--- src/hw/rtl/rpn_pkg.sv ---
`timescale 1ns / 1ps

package rpn_pkg;

  localparam int STACK_DEPTH = 16;
  localparam int PTR_W       = $clog2(STACK_DEPTH);
  localparam int CNT_W       = $clog2(STACK_DEPTH + 1);
  localparam int DATA_W      = 32;
  localparam int FUNC_W      = 3;
  localparam int STATUS_W    = 3;
  localparam int ALU_STEPS   = DATA_W;
  localparam int STEP_W      = $clog2(ALU_STEPS);

  localparam logic [FUNC_W-1:0] FN_PUSH = 3'd0;
  localparam logic [FUNC_W-1:0] FN_ADD  = 3'd1;
  localparam logic [FUNC_W-1:0] FN_SUB  = 3'd2;
  localparam logic [FUNC_W-1:0] FN_MUL  = 3'd3;
  localparam logic [FUNC_W-1:0] FN_DIV  = 3'd4;

  typedef enum logic [STATUS_W-1:0] {
    ST_OK    = 3'd0,
    ST_FEW   = 3'd1,
    ST_DIV0  = 3'd2,
    ST_DEPTH = 3'd3,
    ST_FULL  = 3'd4
  } status_t;

  typedef enum logic [1:0] {
    ALU_ADD,
    ALU_SUB,
    ALU_MUL,
    ALU_DIV
  } alu_op_t;

  typedef enum logic [1:0] {
    AS_IDLE,
    AS_MUL,
    AS_DIV,
    AS_FIX
  } alu_state_t;

  typedef enum logic [1:0] {
    S_IDLE,
    S_EXEC,
    S_ALU,
    S_DONE
  } ctrl_state_t;

  typedef struct packed {
    status_t                   status;
    logic signed [DATA_W-1:0]  answer;
    logic                      finished;
  } res_t;

  typedef struct packed {
    logic              start;
    alu_op_t           op;
    logic [DATA_W-1:0] a;
    logic [DATA_W-1:0] b;
  } alu_req_t;

  typedef struct packed {
    logic              done;
    logic [DATA_W-1:0] result;
  } alu_rsp_t;

  typedef struct packed {
    logic              we;
    logic [PTR_W-1:0]  addr;
    logic [DATA_W-1:0] data;
  } mem_wr_t;

endpackage

--- src/hw/rtl/rpn_if.sv ---
`timescale 1ns / 1ps

interface rpn_tok_if;
  logic                                valid;
  logic                                ready;
  logic [rpn_pkg::FUNC_W-1:0]          func;
  logic                                is_end;
  logic signed [rpn_pkg::DATA_W-1:0]   number;

  modport source (output valid, func, is_end, number, input ready);
  modport sink   (input valid, func, is_end, number, output ready);
endinterface

interface rpn_res_if;
  logic                                valid;
  logic                                ready;
  logic [rpn_pkg::STATUS_W-1:0]        status;
  logic signed [rpn_pkg::DATA_W-1:0]   answer;
  logic                                finished;

  modport source (output valid, status, answer, finished, input ready);
  modport sink   (input valid, status, answer, finished, output ready);
endinterface

--- src/hw/rtl/rpn_stack_evaluator_top.sv ---
`timescale 1ns / 1ps
// Push, end, unknown tokens and errors bypass the arithmetic unit; add and
// subtract make one pass through it. Multiply and divide iterate 32 times on
// the shared adder, divide with a final negation step when the signs differ.
// A new token is taken only once the last result has moved to the output,
// where it may wait while the next token runs. Synchronous reset empties the
// stack and drops any pending result; stack memory contents are not cleared.

module rpn_stack_evaluator_top (
  input  logic             clk,
  input  logic             rst,
  rpn_tok_if.sink          tok,
  rpn_res_if.source        res
);

  rpn_pkg::ctrl_state_t state;
  rpn_pkg::ctrl_state_t state_next;

  logic [rpn_pkg::CNT_W-1:0]    depth;
  logic [rpn_pkg::CNT_W-1:0]    depth_next;
  logic [rpn_pkg::FUNC_W-1:0]   tok_func;
  logic                         tok_end;
  logic [rpn_pkg::DATA_W-1:0]   tok_number;
  rpn_pkg::res_t                res_q;
  rpn_pkg::res_t                res_next;
  rpn_pkg::res_t                out_q;
  logic                         out_valid;
  logic                         out_free;

  logic [rpn_pkg::DATA_W-1:0]   rd_top;
  logic [rpn_pkg::DATA_W-1:0]   rd_below;
  logic [rpn_pkg::CNT_W-1:0]    depth_m1;
  logic [rpn_pkg::CNT_W-1:0]    depth_m2;
  rpn_pkg::mem_wr_t             mem_wr;
  rpn_pkg::alu_req_t            alu_req;
  rpn_pkg::alu_rsp_t            alu_rsp;

  logic is_op;
  logic few;
  logic full;
  logic div_zero;

  assign depth_m1 = depth - rpn_pkg::CNT_W'(1);
  assign depth_m2 = depth - rpn_pkg::CNT_W'(2);
  assign is_op    = (tok_func >= rpn_pkg::FN_ADD) && (tok_func <= rpn_pkg::FN_DIV);
  assign few      = (depth < rpn_pkg::CNT_W'(2));
  assign full     = (depth >= rpn_pkg::CNT_W'(rpn_pkg::STACK_DEPTH));
  assign div_zero = (tok_func == rpn_pkg::FN_DIV) && (rd_top == '0);
  assign out_free = !out_valid || res.ready;

  rpn_stack_mem u_mem (
    .clk     (clk),
    .wr      (mem_wr),
    .raddr_a (depth_m1[rpn_pkg::PTR_W-1:0]),
    .raddr_b (depth_m2[rpn_pkg::PTR_W-1:0]),
    .rdata_a (rd_top),
    .rdata_b (rd_below)
  );

  rpn_alu u_alu (
    .clk (clk),
    .rst (rst),
    .req (alu_req),
    .rsp (alu_rsp)
  );

  always_comb begin
    state_next = state;
    unique case (state)
      rpn_pkg::S_IDLE: begin
        if (tok.valid) begin
          state_next = rpn_pkg::S_EXEC;
        end
      end
      rpn_pkg::S_EXEC: begin
        state_next = alu_req.start ? rpn_pkg::S_ALU : rpn_pkg::S_DONE;
      end
      rpn_pkg::S_ALU: begin
        if (alu_rsp.done) begin
          state_next = rpn_pkg::S_DONE;
        end
      end
      rpn_pkg::S_DONE: begin
        if (out_free) begin
          state_next = rpn_pkg::S_IDLE;
        end
      end
      default: begin
        state_next = rpn_pkg::S_IDLE;
      end
    endcase
  end

  always_comb begin
    tok.ready     = (state == rpn_pkg::S_IDLE);
    alu_req.start = (state == rpn_pkg::S_EXEC) && !tok_end && is_op && !few && !div_zero;
    alu_req.a     = rd_below;
    alu_req.b     = rd_top;
    unique case (tok_func)
      rpn_pkg::FN_SUB: alu_req.op = rpn_pkg::ALU_SUB;
      rpn_pkg::FN_MUL: alu_req.op = rpn_pkg::ALU_MUL;
      rpn_pkg::FN_DIV: alu_req.op = rpn_pkg::ALU_DIV;
      default:         alu_req.op = rpn_pkg::ALU_ADD;
    endcase

    mem_wr.we   = 1'b0;
    mem_wr.addr = depth[rpn_pkg::PTR_W-1:0];
    mem_wr.data = tok_number;
    if (state == rpn_pkg::S_EXEC && !tok_end && tok_func == rpn_pkg::FN_PUSH && !full) begin
      mem_wr.we = 1'b1;
    end else if (state == rpn_pkg::S_ALU && alu_rsp.done) begin
      mem_wr.we   = 1'b1;
      mem_wr.addr = depth_m2[rpn_pkg::PTR_W-1:0];
      mem_wr.data = alu_rsp.result;
    end

    res.valid    = out_valid;
    res.status   = out_q.status;
    res.answer   = out_q.answer;
    res.finished = out_q.finished;
  end

  // An error empties the stack and reports a zero answer.
  always_comb begin
    res_next   = res_q;
    depth_next = depth;
    if (state == rpn_pkg::S_EXEC) begin
      priority if (tok_end) begin
        depth_next = '0;
        if (depth == rpn_pkg::CNT_W'(1)) begin
          res_next = '{rpn_pkg::ST_OK, rd_top, 1'b1};
        end else begin
          res_next = '{rpn_pkg::ST_DEPTH, '0, 1'b1};
        end
      end else if (tok_func == rpn_pkg::FN_PUSH) begin
        if (full) begin
          depth_next = '0;
          res_next   = '{rpn_pkg::ST_FULL, '0, 1'b1};
        end else begin
          depth_next = depth + rpn_pkg::CNT_W'(1);
          res_next   = '{rpn_pkg::ST_OK, tok_number, 1'b0};
        end
      end else if (!is_op) begin
        res_next = '{rpn_pkg::ST_OK, (depth != '0) ? rd_top : '0, 1'b0};
      end else if (few) begin
        depth_next = '0;
        res_next   = '{rpn_pkg::ST_FEW, '0, 1'b1};
      end else if (div_zero) begin
        depth_next = '0;
        res_next   = '{rpn_pkg::ST_DIV0, '0, 1'b1};
      end else begin
        depth_next = depth;
      end
    end else if (state == rpn_pkg::S_ALU && alu_rsp.done) begin
      depth_next = depth_m1;
      res_next   = '{rpn_pkg::ST_OK, alu_rsp.result, 1'b0};
    end
  end

  always_ff @(posedge clk) begin
    if (rst) begin
      state     <= rpn_pkg::S_IDLE;
      depth     <= '0;
      out_valid <= 1'b0;
    end else begin
      state <= state_next;
      depth <= depth_next;
      if (state == rpn_pkg::S_DONE && out_free) begin
        out_valid <= 1'b1;
      end else if (res.ready) begin
        out_valid <= 1'b0;
      end
    end
  end

  always_ff @(posedge clk) begin
    res_q <= res_next;
    if (tok.valid && tok.ready) begin
      tok_func   <= tok.func;
      tok_end    <= tok.is_end;
      tok_number <= tok.number;
    end
    if (state == rpn_pkg::S_DONE && out_free) begin
      out_q <= res_q;
    end
  end

`ifndef SYNTHESIS
  a_depth_bound: assert property (@(posedge clk) disable iff (rst)
    depth <= rpn_pkg::CNT_W'(rpn_pkg::STACK_DEPTH))
    else $error("stack depth above capacity");

  a_error_zero: assert property (@(posedge clk) disable iff (rst)
    (res.valid && res.status != rpn_pkg::ST_OK) |-> (res.answer == '0 && res.finished))
    else $error("error beat carries an answer or is not finished");

  a_alu_owned: assert property (@(posedge clk) disable iff (rst)
    alu_rsp.done |-> (state == rpn_pkg::S_ALU))
    else $error("arithmetic unit finished outside its wait state");

  a_accept_exec: assert property (@(posedge clk) disable iff (rst)
    (tok.valid && tok.ready) |=> (state == rpn_pkg::S_EXEC))
    else $error("accepted token not executed");
`endif

endmodule

--- src/hw/rtl/rpn_stack_mem.sv ---
`timescale 1ns / 1ps

module rpn_stack_mem (
  input  logic                           clk,
  input  rpn_pkg::mem_wr_t               wr,
  input  logic [rpn_pkg::PTR_W-1:0]      raddr_a,
  input  logic [rpn_pkg::PTR_W-1:0]      raddr_b,
  output logic [rpn_pkg::DATA_W-1:0]     rdata_a,
  output logic [rpn_pkg::DATA_W-1:0]     rdata_b
);

  logic [rpn_pkg::DATA_W-1:0] mem [rpn_pkg::STACK_DEPTH];

  always_ff @(posedge clk) begin
    if (wr.we) begin
      mem[wr.addr] <= wr.data;
    end
  end

  always_ff @(posedge clk) begin
    rdata_a <= mem[raddr_a];
    rdata_b <= mem[raddr_b];
  end

endmodule

--- src/hw/rtl/rpn_alu.sv ---
`timescale 1ns / 1ps

module rpn_alu (
  input  logic               clk,
  input  logic               rst,
  input  rpn_pkg::alu_req_t  req,
  output rpn_pkg::alu_rsp_t  rsp
);

  rpn_pkg::alu_state_t state;
  rpn_pkg::alu_state_t state_next;

  logic                           done;
  logic [rpn_pkg::DATA_W-1:0]     result;
  logic [rpn_pkg::DATA_W-1:0]     acc;
  logic [rpn_pkg::DATA_W-1:0]     xr;
  logic [rpn_pkg::DATA_W-1:0]     yr;
  logic                           neg;
  logic [rpn_pkg::STEP_W-1:0]     step;
  logic                           last;

  logic [rpn_pkg::DATA_W:0]       add_a;
  logic [rpn_pkg::DATA_W:0]       add_b;
  logic                           add_sub;
  logic [rpn_pkg::DATA_W:0]       sum;
  logic                           fits;

  // The single adder serves every operation: add, subtract, each
  // multiply step, each restoring divide step and the final negation.
  always_comb begin
    unique case (state)
      rpn_pkg::AS_IDLE: begin
        add_a   = {1'b0, req.a};
        add_b   = {1'b0, req.b};
        add_sub = (req.op == rpn_pkg::ALU_SUB);
      end
      rpn_pkg::AS_MUL: begin
        add_a   = {1'b0, acc};
        add_b   = yr[0] ? {1'b0, xr} : '0;
        add_sub = 1'b0;
      end
      rpn_pkg::AS_DIV: begin
        add_a   = {acc, xr[rpn_pkg::DATA_W-1]};
        add_b   = {1'b0, yr};
        add_sub = 1'b1;
      end
      rpn_pkg::AS_FIX: begin
        add_a   = '0;
        add_b   = {1'b0, xr};
        add_sub = 1'b1;
      end
      default: begin
        add_a   = '0;
        add_b   = '0;
        add_sub = 1'b0;
      end
    endcase
  end

  assign sum  = add_a + (add_sub ? ~add_b : add_b) + {{rpn_pkg::DATA_W{1'b0}}, add_sub};
  assign fits = ~sum[rpn_pkg::DATA_W];
  assign last = (step == rpn_pkg::STEP_W'(rpn_pkg::ALU_STEPS - 1));

  always_comb begin
    state_next = state;
    unique case (state)
      rpn_pkg::AS_IDLE: begin
        if (req.start && req.op == rpn_pkg::ALU_MUL) begin
          state_next = rpn_pkg::AS_MUL;
        end else if (req.start && req.op == rpn_pkg::ALU_DIV) begin
          state_next = rpn_pkg::AS_DIV;
        end
      end
      rpn_pkg::AS_MUL: begin
        if (last) begin
          state_next = rpn_pkg::AS_IDLE;
        end
      end
      rpn_pkg::AS_DIV: begin
        if (last) begin
          state_next = neg ? rpn_pkg::AS_FIX : rpn_pkg::AS_IDLE;
        end
      end
      rpn_pkg::AS_FIX: begin
        state_next = rpn_pkg::AS_IDLE;
      end
      default: begin
        state_next = rpn_pkg::AS_IDLE;
      end
    endcase
  end

  always_comb begin
    rsp.done   = done;
    rsp.result = result;
  end

  always_ff @(posedge clk) begin
    if (rst) begin
      state <= rpn_pkg::AS_IDLE;
      done  <= 1'b0;
    end else begin
      state <= state_next;
      unique case (state)
        rpn_pkg::AS_IDLE: done <= req.start &&
                                  (req.op == rpn_pkg::ALU_ADD || req.op == rpn_pkg::ALU_SUB);
        rpn_pkg::AS_MUL:  done <= last;
        rpn_pkg::AS_DIV:  done <= last && !neg;
        rpn_pkg::AS_FIX:  done <= 1'b1;
        default:          done <= 1'b0;
      endcase
    end
  end

  always_ff @(posedge clk) begin
    unique case (state)
      rpn_pkg::AS_IDLE: begin
        result <= sum[rpn_pkg::DATA_W-1:0];
        acc    <= '0;
        step   <= '0;
        if (req.op == rpn_pkg::ALU_DIV) begin
          xr  <= req.a[rpn_pkg::DATA_W-1] ? (~req.a + rpn_pkg::DATA_W'(1)) : req.a;
          yr  <= req.b[rpn_pkg::DATA_W-1] ? (~req.b + rpn_pkg::DATA_W'(1)) : req.b;
          neg <= req.a[rpn_pkg::DATA_W-1] ^ req.b[rpn_pkg::DATA_W-1];
        end else begin
          xr  <= req.a;
          yr  <= req.b;
          neg <= 1'b0;
        end
      end
      rpn_pkg::AS_MUL: begin
        acc    <= sum[rpn_pkg::DATA_W-1:0];
        xr     <= {xr[rpn_pkg::DATA_W-2:0], 1'b0};
        yr     <= {1'b0, yr[rpn_pkg::DATA_W-1:1]};
        step   <= step + rpn_pkg::STEP_W'(1);
        result <= sum[rpn_pkg::DATA_W-1:0];
      end
      rpn_pkg::AS_DIV: begin
        if (fits) begin
          acc <= sum[rpn_pkg::DATA_W-1:0];
        end else begin
          acc <= {acc[rpn_pkg::DATA_W-2:0], xr[rpn_pkg::DATA_W-1]};
        end
        xr     <= {xr[rpn_pkg::DATA_W-2:0], fits};
        step   <= step + rpn_pkg::STEP_W'(1);
        result <= {xr[rpn_pkg::DATA_W-2:0], fits};
      end
      rpn_pkg::AS_FIX: begin
        result <= sum[rpn_pkg::DATA_W-1:0];
      end
      default: begin
        result <= result;
      end
    endcase
  end

endmodule
--- src/flat_wrapper.sv ---
// flat-port wrapper written by rule: the top's interface ports become plain ports
module rpn_stack_evaluator_top_flat 
  (clk, rst, tok_valid, tok_func, tok_is_end, tok_number, tok_ready, res_valid, res_status, res_answer, res_finished, res_ready);
  rpn_tok_if tok_i ();
  rpn_res_if res_i ();
  input  logic clk;
  input  logic rst;
  input wire logic [$bits(tok_i.valid)-1:0] tok_valid;
  input wire logic [$bits(tok_i.func)-1:0] tok_func;
  input wire logic [$bits(tok_i.is_end)-1:0] tok_is_end;
  input wire logic [$bits(tok_i.number)-1:0] tok_number;
  output wire logic [$bits(tok_i.ready)-1:0] tok_ready;
  output wire logic [$bits(res_i.valid)-1:0] res_valid;
  output wire logic [$bits(res_i.status)-1:0] res_status;
  output wire logic [$bits(res_i.answer)-1:0] res_answer;
  output wire logic [$bits(res_i.finished)-1:0] res_finished;
  input wire logic [$bits(res_i.ready)-1:0] res_ready;
  assign tok_i.valid = tok_valid;
  assign tok_i.func = tok_func;
  assign tok_i.is_end = tok_is_end;
  assign tok_i.number = tok_number;
  assign tok_ready = tok_i.ready;
  assign res_valid = res_i.valid;
  assign res_status = res_i.status;
  assign res_answer = res_i.answer;
  assign res_finished = res_i.finished;
  assign res_i.ready = res_ready;
  rpn_stack_evaluator_top u_core (.clk(clk), .rst(rst), .tok(tok_i), .res(res_i));
endmodule
--- config.mk ---
export PLATFORM = sky130hd
export DESIGN_NAME = rpn_stack_evaluator_top_flat
export DESIGN_NICKNAME = d
export VERILOG_FILES = /design/src/hw/rtl/rpn_pkg.sv /design/src/hw/rtl/rpn_if.sv /design/src/hw/rtl/rpn_stack_evaluator_top.sv /design/src/hw/rtl/rpn_stack_mem.sv /design/src/hw/rtl/rpn_alu.sv /design/src/flat_wrapper.sv
export SDC_FILE = /design/constraint.sdc
export NUM_CORES = 1
export LEC_CHECK = 0
export CAP_MARGIN = 40
export CORE_ASPECT_RATIO = 0.5
export CORE_MARGIN = 4
export CORE_UTILIZATION = 55
export CTS_CLUSTER_DIAMETER = 150
export DETAILED_ROUTE_END_ITERATION = 8
export DONT_BUFFER_PORTS = 1
export GPL_ROUTABILITY_DRIVEN = 0
export MAX_ROUTING_LAYER = met4
export PLACE_DENSITY = 0.7
export SETUP_SLACK_MARGIN = 0.02
export SKIP_LAST_GASP = 1
export SYNTH_ARGS = -nofsm -noshare
export SYNTH_HDL_FRONTEND = slang
export SYNTH_SLANG_ARGS = --single-unit
--- constraint.sdc ---
create_clock -name clk -period 14.1 [get_ports clk]
set_clock_uncertainty 0.05 [all_clocks]
set_input_delay 1.41 -clock clk [delete_from_list [all_inputs] [get_ports clk]]
set_output_delay 1.41 -clock clk [all_outputs]
set_load 0.1 [all_outputs]
# Word level (Yosys, flattened, before mapping)
# Memory sizes are Yosys's and may differ from the RTL's. A register that Yosys moved wholly into a read port is not among the register bits.
# Index checks and enable logic that the tools add are counted.
[totals] mem_count=1 output_inout_bits=38 regBits=253 word_cells=155 mem_bits_rw=512
[classes] order_cmp=4 reduce_logical=41 n_addsub=8 n_mux=53 n_eq_ne=23 n_bitwise=5
[memory_table] memory="u_core.u_mem.mem" words=16 word_bits=32 rd=2 rd_ports_with_merged_regs=2 wr=1 line="rpn_stack_mem.sv:12" source="logic [rpn_pkg::DATA_W-1:0] mem [rpn_pkg::STACK_DEPTH];"
[op_table] operator="two-way mux 36 bit" n=9
[op_table] operator="one-hot mux 33 bit (4 select lines)" n=2
[op_table] operator="two-way mux 32 bit" n=7
[op_table] operator="one-hot mux 32 bit (3 select lines)" n=2
[op_table] operator="one-hot mux 32 bit (2 select lines)" n=2
[op_table] operator="adder 32 x 1 -> 32 bit, second input constant" n=2
[op_table] operator="inverter 32 bit" n=2
[op_table] operator="two-way mux 5 bit" n=8
[op_table] operator="two-way mux 37 bit" n=1
[op_table] operator="two-way mux 35 bit" n=1
[op_table] operator="adder 33 x 1 -> 33 bit" n=1
[op_table] operator="adder 33 bit" n=1
[op_table] operator="two-way mux 33 bit" n=1
[op_table] operator="inverter 33 bit" n=1
[op_table] operator="zero test 32 bit" n=1
[op_table] operator="two-way mux 2 bit" n=8
[op_table] operator="one-hot mux 2 bit (4 select lines)" n=2
[op_table] operator="logical AND 1 bit" n=15
[op_table] operator="== test 2 bit, second input constant" n=6
[op_table] operator="adder 5 x 1 -> 5 bit, second input constant" n=2
[op_table] operator="one-hot mux 5 bit (2 select lines)" n=1
[op_table] operator="AND reduction 3 bit" n=3
[op_table] operator="inequality test 2 bit, second input constant" n=4
[op_table] operator="nonzero test 2 bit" n=4
[op_table] operator="31 further kinds" n=48

# Longest topological paths before layout
[logic_depth] ltp_word=9 depth_mapped=20

# By module
# From an unflattened synthesis, not the netlist that was laid out.
[unflattened] hier_cells=2677 area_unflattened_um2=39711.8
[modules_own_cells] mod="rpn_stack_mem" cells_each=1141 area_each_um2=24203.2 instances=1 seq_area_each_um2=16656.0
[modules_own_cells] mod="rpn_alu" cells_each=1155 area_each_um2=10279.9 instances=1 seq_area_each_um2=3763.6
[modules_own_cells] mod="rpn_stack_evaluator_top" cells_each=381 area_each_um2=5228.8 instances=1 seq_area_each_um2=3403.3

# Least setup slack after synthesis
# OpenSTA, ideal clock, no wires.
[synth_timing] path_type="flip-flop to flip-flop" start="reg u_core.depth[1] (netlist name)" end="mem u_core.u_mem.mem[9][0] (netlist name) (enable)" period_less_slack_ns=4.853 path_slack_ns=9.247 arrival_time_ns=4.382 setup_time_ns=0.421 stages_incl_launch_ff=11 cell_sequence="dfxtp_1 clkbuf_1 clkbuf_1 clkbuf_1 inv_1 ha_1 xor2_1 clkbuf_1 and3_1 a31oi_1 nor2_1"
[synth_between] elab_chain_cells=6 elab_cells_between_ends=9 cone_classes="add/sub (1); order compare (1); mux (5); reduce/logical (2)"
[synth_lines] item="start: declaration" line="rpn_stack_evaluator_top.sv:19" source="logic [rpn_pkg::CNT_W-1:0] depth;"
[synth_lines] item="start signal: assignment" line="rpn_stack_evaluator_top.sv:167" source="depth <= depth_next;"
[synth_lines] item=">= comparator 5 bit" line="rpn_stack_evaluator_top.sv:47" source="assign full = (depth >= rpn_pkg::CNT_W'(rpn_pkg::STACK_DEPTH));"
[synth_lines] item="zero test 1 bit" line="rpn_stack_evaluator_top.sv:109" source="if (state == rpn_pkg::S_EXEC && !tok_end && tok_func == rpn_pkg::FN_PUSH && !full) begin"
[synth_lines] item="logical AND 1 bit" line="rpn_stack_evaluator_top.sv:109"
[synth_lines] item="two-way mux 1 bit" line="rpn_stack_evaluator_top.sv:109"
[synth_lines] item="two-way mux 1 bit" line="rpn_stack_mem.sv:15" source="if (wr.we) begin"
[synth_lines] item="two-way mux 1 bit (implied by the code)" line="rpn_stack_mem.sv:16" source="mem[wr.addr] <= wr.data;"
[synth_lines] item="end: declaration" line="rpn_stack_mem.sv:12"
# Parallel ways exist; a longest one is shown, timed or not.

# Worst setup path in the final report
[layout_timing] start="reg u_core.u_alu.state[0]" end="reg u_core.u_alu.acc[28] (netlist name), data pin"
[layout_between] elab_chain_cells=8 elab_cells_between_ends=14 cone_classes="add/sub (2); eq/ne (3); mux (6); bitwise (1); reduce/logical (2)"
[layout_lines] item="start: declaration" line="rpn_alu.sv:10" source="rpn_pkg::alu_state_t state;"
[layout_lines] item="start signal: assignment" line="rpn_alu.sv:100" source="state <= rpn_pkg::AS_IDLE;"
[layout_lines] item="start signal: assignment" line="rpn_alu.sv:103" source="state <= state_next;"
[layout_lines] item="== test 2 bit (tied with other cells)" line="rpn_alu.sv:31" source="unique case (state)"
[layout_lines] item="OR reduction 2 bit (no source line) or one-hot mux 33 bit (4 select lines) (tied branches)"
[layout_lines] item="one-hot mux 1 bit (3 select lines) or inverter 33 bit (tied branches)" line="rpn_alu.sv:31, rpn_alu.sv:60"
[layout_lines] item="two-way mux 33 bit" line="rpn_alu.sv:60" source="assign sum = add_a + (add_sub ? ~add_b : add_b) + {{rpn_pkg::DATA_W{1'b0}}, add_sub};"
[layout_lines] item="adder 33 bit" line="rpn_alu.sv:60"
[layout_lines] item="adder 33 x 1 -> 33 bit" line="rpn_alu.sv:60"
[layout_lines] item="two-way mux 32 bit" line="rpn_alu.sv:139" source="if (fits) begin"
[layout_lines] item="one-hot mux 32 bit (3 select lines) *" line="rpn_alu.sv:116" source="unique case (state)"
[layout_lines] item="end signal: assignment" line="rpn_alu.sv:132" source="acc <= sum[rpn_pkg::DATA_W-1:0];"
[layout_lines] item="end signal: assignment" line="rpn_alu.sv:140" source="acc <= sum[rpn_pkg::DATA_W-1:0];"
[layout_lines] item="end signal: assignment" line="rpn_alu.sv:142" source="acc <= {acc[rpn_pkg::DATA_W-2:0], xr[rpn_pkg::DATA_W-1]};"
[layout_lines] item="end: declaration" line="rpn_alu.sv:15" source="logic [rpn_pkg::DATA_W-1:0] acc;"
# Every way passes the cells marked *; elsewhere a longest branch is shown, timed or not. The select of a mux whose other input is x is not followed.
# A chain may end at the register's enable or synchronous reset.

==> reports/metrics.csv <==
metric;value;unit
Syn Area/Cell;15.1;um2
number of post-CTS setup repair buffers;0;
Yosys top cell by area;edfxtp_1;
startpoint class of the critical path;flop;
CTS Hold Buffers Added;0;
outcome;complete, no violations;
Layout Nets;2729;
cell repeated most along the worst path;buf_4;
RSZ-0062 raised after global routing;false;
H-Tree Depth;3;
detailed-route DRC error count;0;
DIE AREA;76300;um2
CTS Buffer Depth;3;
Worst path slowest cell;buf_4;
grt ovf;0;
Max Fclk;0.165;GHz
Slew headroom;37.3;%
placed inst area;41900;um2
fillcell total;4972;
vias in the first global route;24500;
average wire per standard cell;30.3;um
critical path's top delay family;compound AO/OA/AOI/OAI gates;
Tot GR Track Use;30.0;%
Mapped Area;39400;um2
top_reg_cell synth;edfxtp_1;
Synth top area share;55.0;%
Seq/Total Area, Yosys;60.5;%
die height;197;um
Slew Limit Fails;0;
Starting Density;55.5;%
cts repair resizes;0;
WP data arrival;6.50;ns
post-DP HPWL;69900;um
Post-synth EDFFs;722;
first-pass GRT wire length;163000;um
share of cells above drive strength 1;23.1;%
leakage;14.3;nW
initial antenna violation count;9;
Final min period;6.04;ns
Syn Inst Count;2612;
Final Cycle Share;42.9;%
Slew @ Worst Pin;0.938;ns
Die X;387;um
First-pass DRT Iterations;6;
Worst Hold Class;reg2reg;
Worst path max stage delay;0.72;ns
io pins;78;
synth warn;0;
Reg clk slew, reported paths;0.07;ns
via count;25400;
pwr dens;264;nW/um2
largest net degree at the start of global routing;81;
Finished Cell Area;44400;um2
Hold WS;0.366;ns
Final ANT Viol Nets;0;
crit end category;flop;
syn_nets;2705;
clk root buf;clkbuf_16;
Via-to-Cell Ratio;6.94;
worst path buffer plus inverter count;4;
total CTS buffers;74;
Area contributors post-synth;edfxtp_1 55%, mux4_2 18%, dfxtp_1 5.4%;
crit-path cells;inv_1 -> ha_4 -> buf_4 -> nor2_2 -> buf_4 -> a221oi_1 -> xnor2_1 -> ha_1 -> a21oi_1 -> o2111ai_1 -> a21oi_1 -> o2111ai_1 -> a21o_1 -> a21oi_2 -> buf_4 -> a22oi_1 -> nor2_1;
peak supply drop;0.000262;V
area grow syn2layout;12.6;%
Routed WL;111000;um
CTS sink count;829;
num rows;69;
Fin. Hold Viols;0;
critical path class;reg2reg;
port bufs;0;
Post-synth ARST share;0;%
core area;71000;um2
post-synth cell types;77;
Synth Register Bits;829;
max cap viols;0;
CTS tree;done;
Detailed Route Iter0 Violations;4069;
setup TNS;0;ns
Worst Path Max Fanout;80;
latest clock arrival within the worst-skew pair;0.66;ns
endpoints failing setup;0;
Required @ worst endpoint;14.56;ns
-- power breakdown --
group	internal (mW)	switching, mW
Clock	1.17	0.917
Combinational	2.46	3.39
Sequential	3.26	0.540
Total	6.89	4.85
-- through the flow --
step	cells	power, mW	util (%)	setup slack (ns)
6_report	3657	11.7	62.5	8.06
5_1_grt	3655	12.3	62.5	7.69
4_1_cts	3651	11.6	62.5	8.16
3_5_place_dp	3518	9.46	59.0	8.16
3_3_place_gp	3470	9.25	57.4	8.43
2_1_floorplan	2612	7.51	-	9.25
-- state kept, by name, summed over array words and instances (netlist names), 2 cells and up --
name / cells
u_core.u_mem.mem: 512
u_core.res_q: 36
u_core.res.answer: 32
u_core.tok_number: 32
u_core.u_alu.acc: 32
u_core.u_alu.result: 32
u_core.u_alu.xr: 32
u_core.u_alu.yr: 32
u_core.u_mem.rdata_a: 32
u_core.u_mem.rdata_b: 32
u_core.depth: 5
u_core.u_alu.step: 5
u_core.res.status: 3
u_core.tok_func: 3
u_core.state: 2
u_core.u_alu.state: 2
-- layout make-up --
| type | count | area [um2] | share of cell area (%) |
|---|---|---|---|
| Sequential cell | 829 | 23800 | 53.7 |
| Multi-Input combinational cell | 1545 | 14900 | 33.6 |
| Clock buffer | 97 | 2060 | 4.65 |
| Timing Repair Buffer | 123 | 1690 | 3.81 |
| Tap cell | 958 | 1200 | 2.70 |
| Clock inverter | 36 | 417 | 0.939 |
| Inverter | 63 | 236 | 0.533 |
| Antenna cell | 6 | 15.0 | 0.0338 |
-- cells in the mapped netlist, drive strengths merged, types with 11 or more instances --
master    n
a21o     11
a21oi    79
a221oi   35
a22oi    84
buf      35
clkbuf  140
dfxtp   107
edfxtp  722
ha       52
inv      63
mux2     11
mux4    320
nand2   257
nand3    18
nor2    159
nor3     28
o21ai   166
o22ai    34
or3      12
xnor2    86
xor2     40
-- layout by cell type, fill, tap and decap left out, types with 7 or more instances in the layout --
| master | netlist | layout |
|---|---|---|
| a21o_1 | 11 | 11 |
| a21oi_1 | 78 | 77 |
| a221oi_1 | 35 | 35 |
| a22oi_1 | 84 | 84 |
| a31oi_1 | 10 | 10 |
| and2_1 | 10 | 9 |
| and3_1 | 9 | 9 |
| buf_16 | 0 | 33 |
| buf_4 | 0 | 79 |
| bufinv_16 | 0 | 7 |
| clkbuf_1 | 140 | 14 |
| clkbuf_16 | 0 | 77 |
| clkinv_2 | 0 | 15 |
| dfxtp_1 | 107 | 105 |
| edfxtp_1 | 722 | 722 |
| ha_1 | 52 | 46 |
| inv_1 | 63 | 62 |
| mux2_2 | 11 | 11 |
| mux4_2 | 320 | 320 |
| nand2_1 | 256 | 256 |
| nand3_1 | 18 | 17 |
| nor2_1 | 159 | 140 |
| nor2_4 | 0 | 18 |
| nor2b_1 | 10 | 9 |
| nor3_1 | 26 | 26 |
| nor4_1 | 8 | 8 |
| o21ai_0 | 160 | 156 |
| o21ai_1 | 6 | 10 |
| o21bai_1 | 7 | 7 |
| o22ai_1 | 34 | 34 |
| o41ai_1 | 7 | 7 |
| or3_1 | 11 | 11 |
| xnor2_1 | 86 | 85 |
| xor2_1 | 40 | 38 |
-- final timing paths --
kind	to	start	slack (ns)	depth (start not counted)
worst max-delay path	u_core.u_alu.acc[28]	u_core.u_alu.state[0]	8.06	17
worst min register to register	u_core.res.answer[11]	u_core.res_q[12]	0.37	0
worst max register to register	u_core.u_alu.acc[28]	u_core.u_alu.state[0]	8.06	17
worst min-delay path	u_core.res.answer[11]	u_core.res_q[12]	0.37	0
-- worst register-to-register path, stage by stage, from the launching register on --
cell and delay [ns]:
dfxtp_1 0.38, inv_1 0.19, ha_4 0.55, buf_4 0.73, nor2_2 0.08, buf_4 0.27, a221oi_1 0.41, xnor2_1 0.11
ha_1 0.39, a21oi_1 0.44, o2111ai_1 0.22, a21oi_1 0.42, o2111ai_1 0.20, a21o_1 0.24, a21oi_2 0.62, buf_4 0.35
a22oi_1 0.12, nor2_1 0.12
-- routing by layer --
layer | up-vias | part of all wire (%) | GRT usage, % | routed length, um
li1 | 10400 | - | - | -
met1 | 13000 | 40 | 43.5 | 44000
met2 | 1721 | 44 | 42.6 | 48700
met3 | 198 | 14 | 8.24 | 15400
met4 | 0 | 2.5 | 7.54 | 2800
met5 | - | 0 | - | 0
-- logic make-up (layout without fill, tap and decap cells) --
family / Yosys count / after routing / synth area share [%]
mux: 334 / 334 / 18.7
compound gates: 492 / 492 / 8.09
other cells: 0 / 6 / 0
fa+ha+maj: 53 / 53 / 1.70
buf+inv: 238 / 319 / 2.31
simple gates: 540 / 540 / 5.96
flops: 829 / 829 / 60.5
xor+xnor: 126 / 126 / 2.80
No activity file was read; power rests on OpenSTA's default activity.
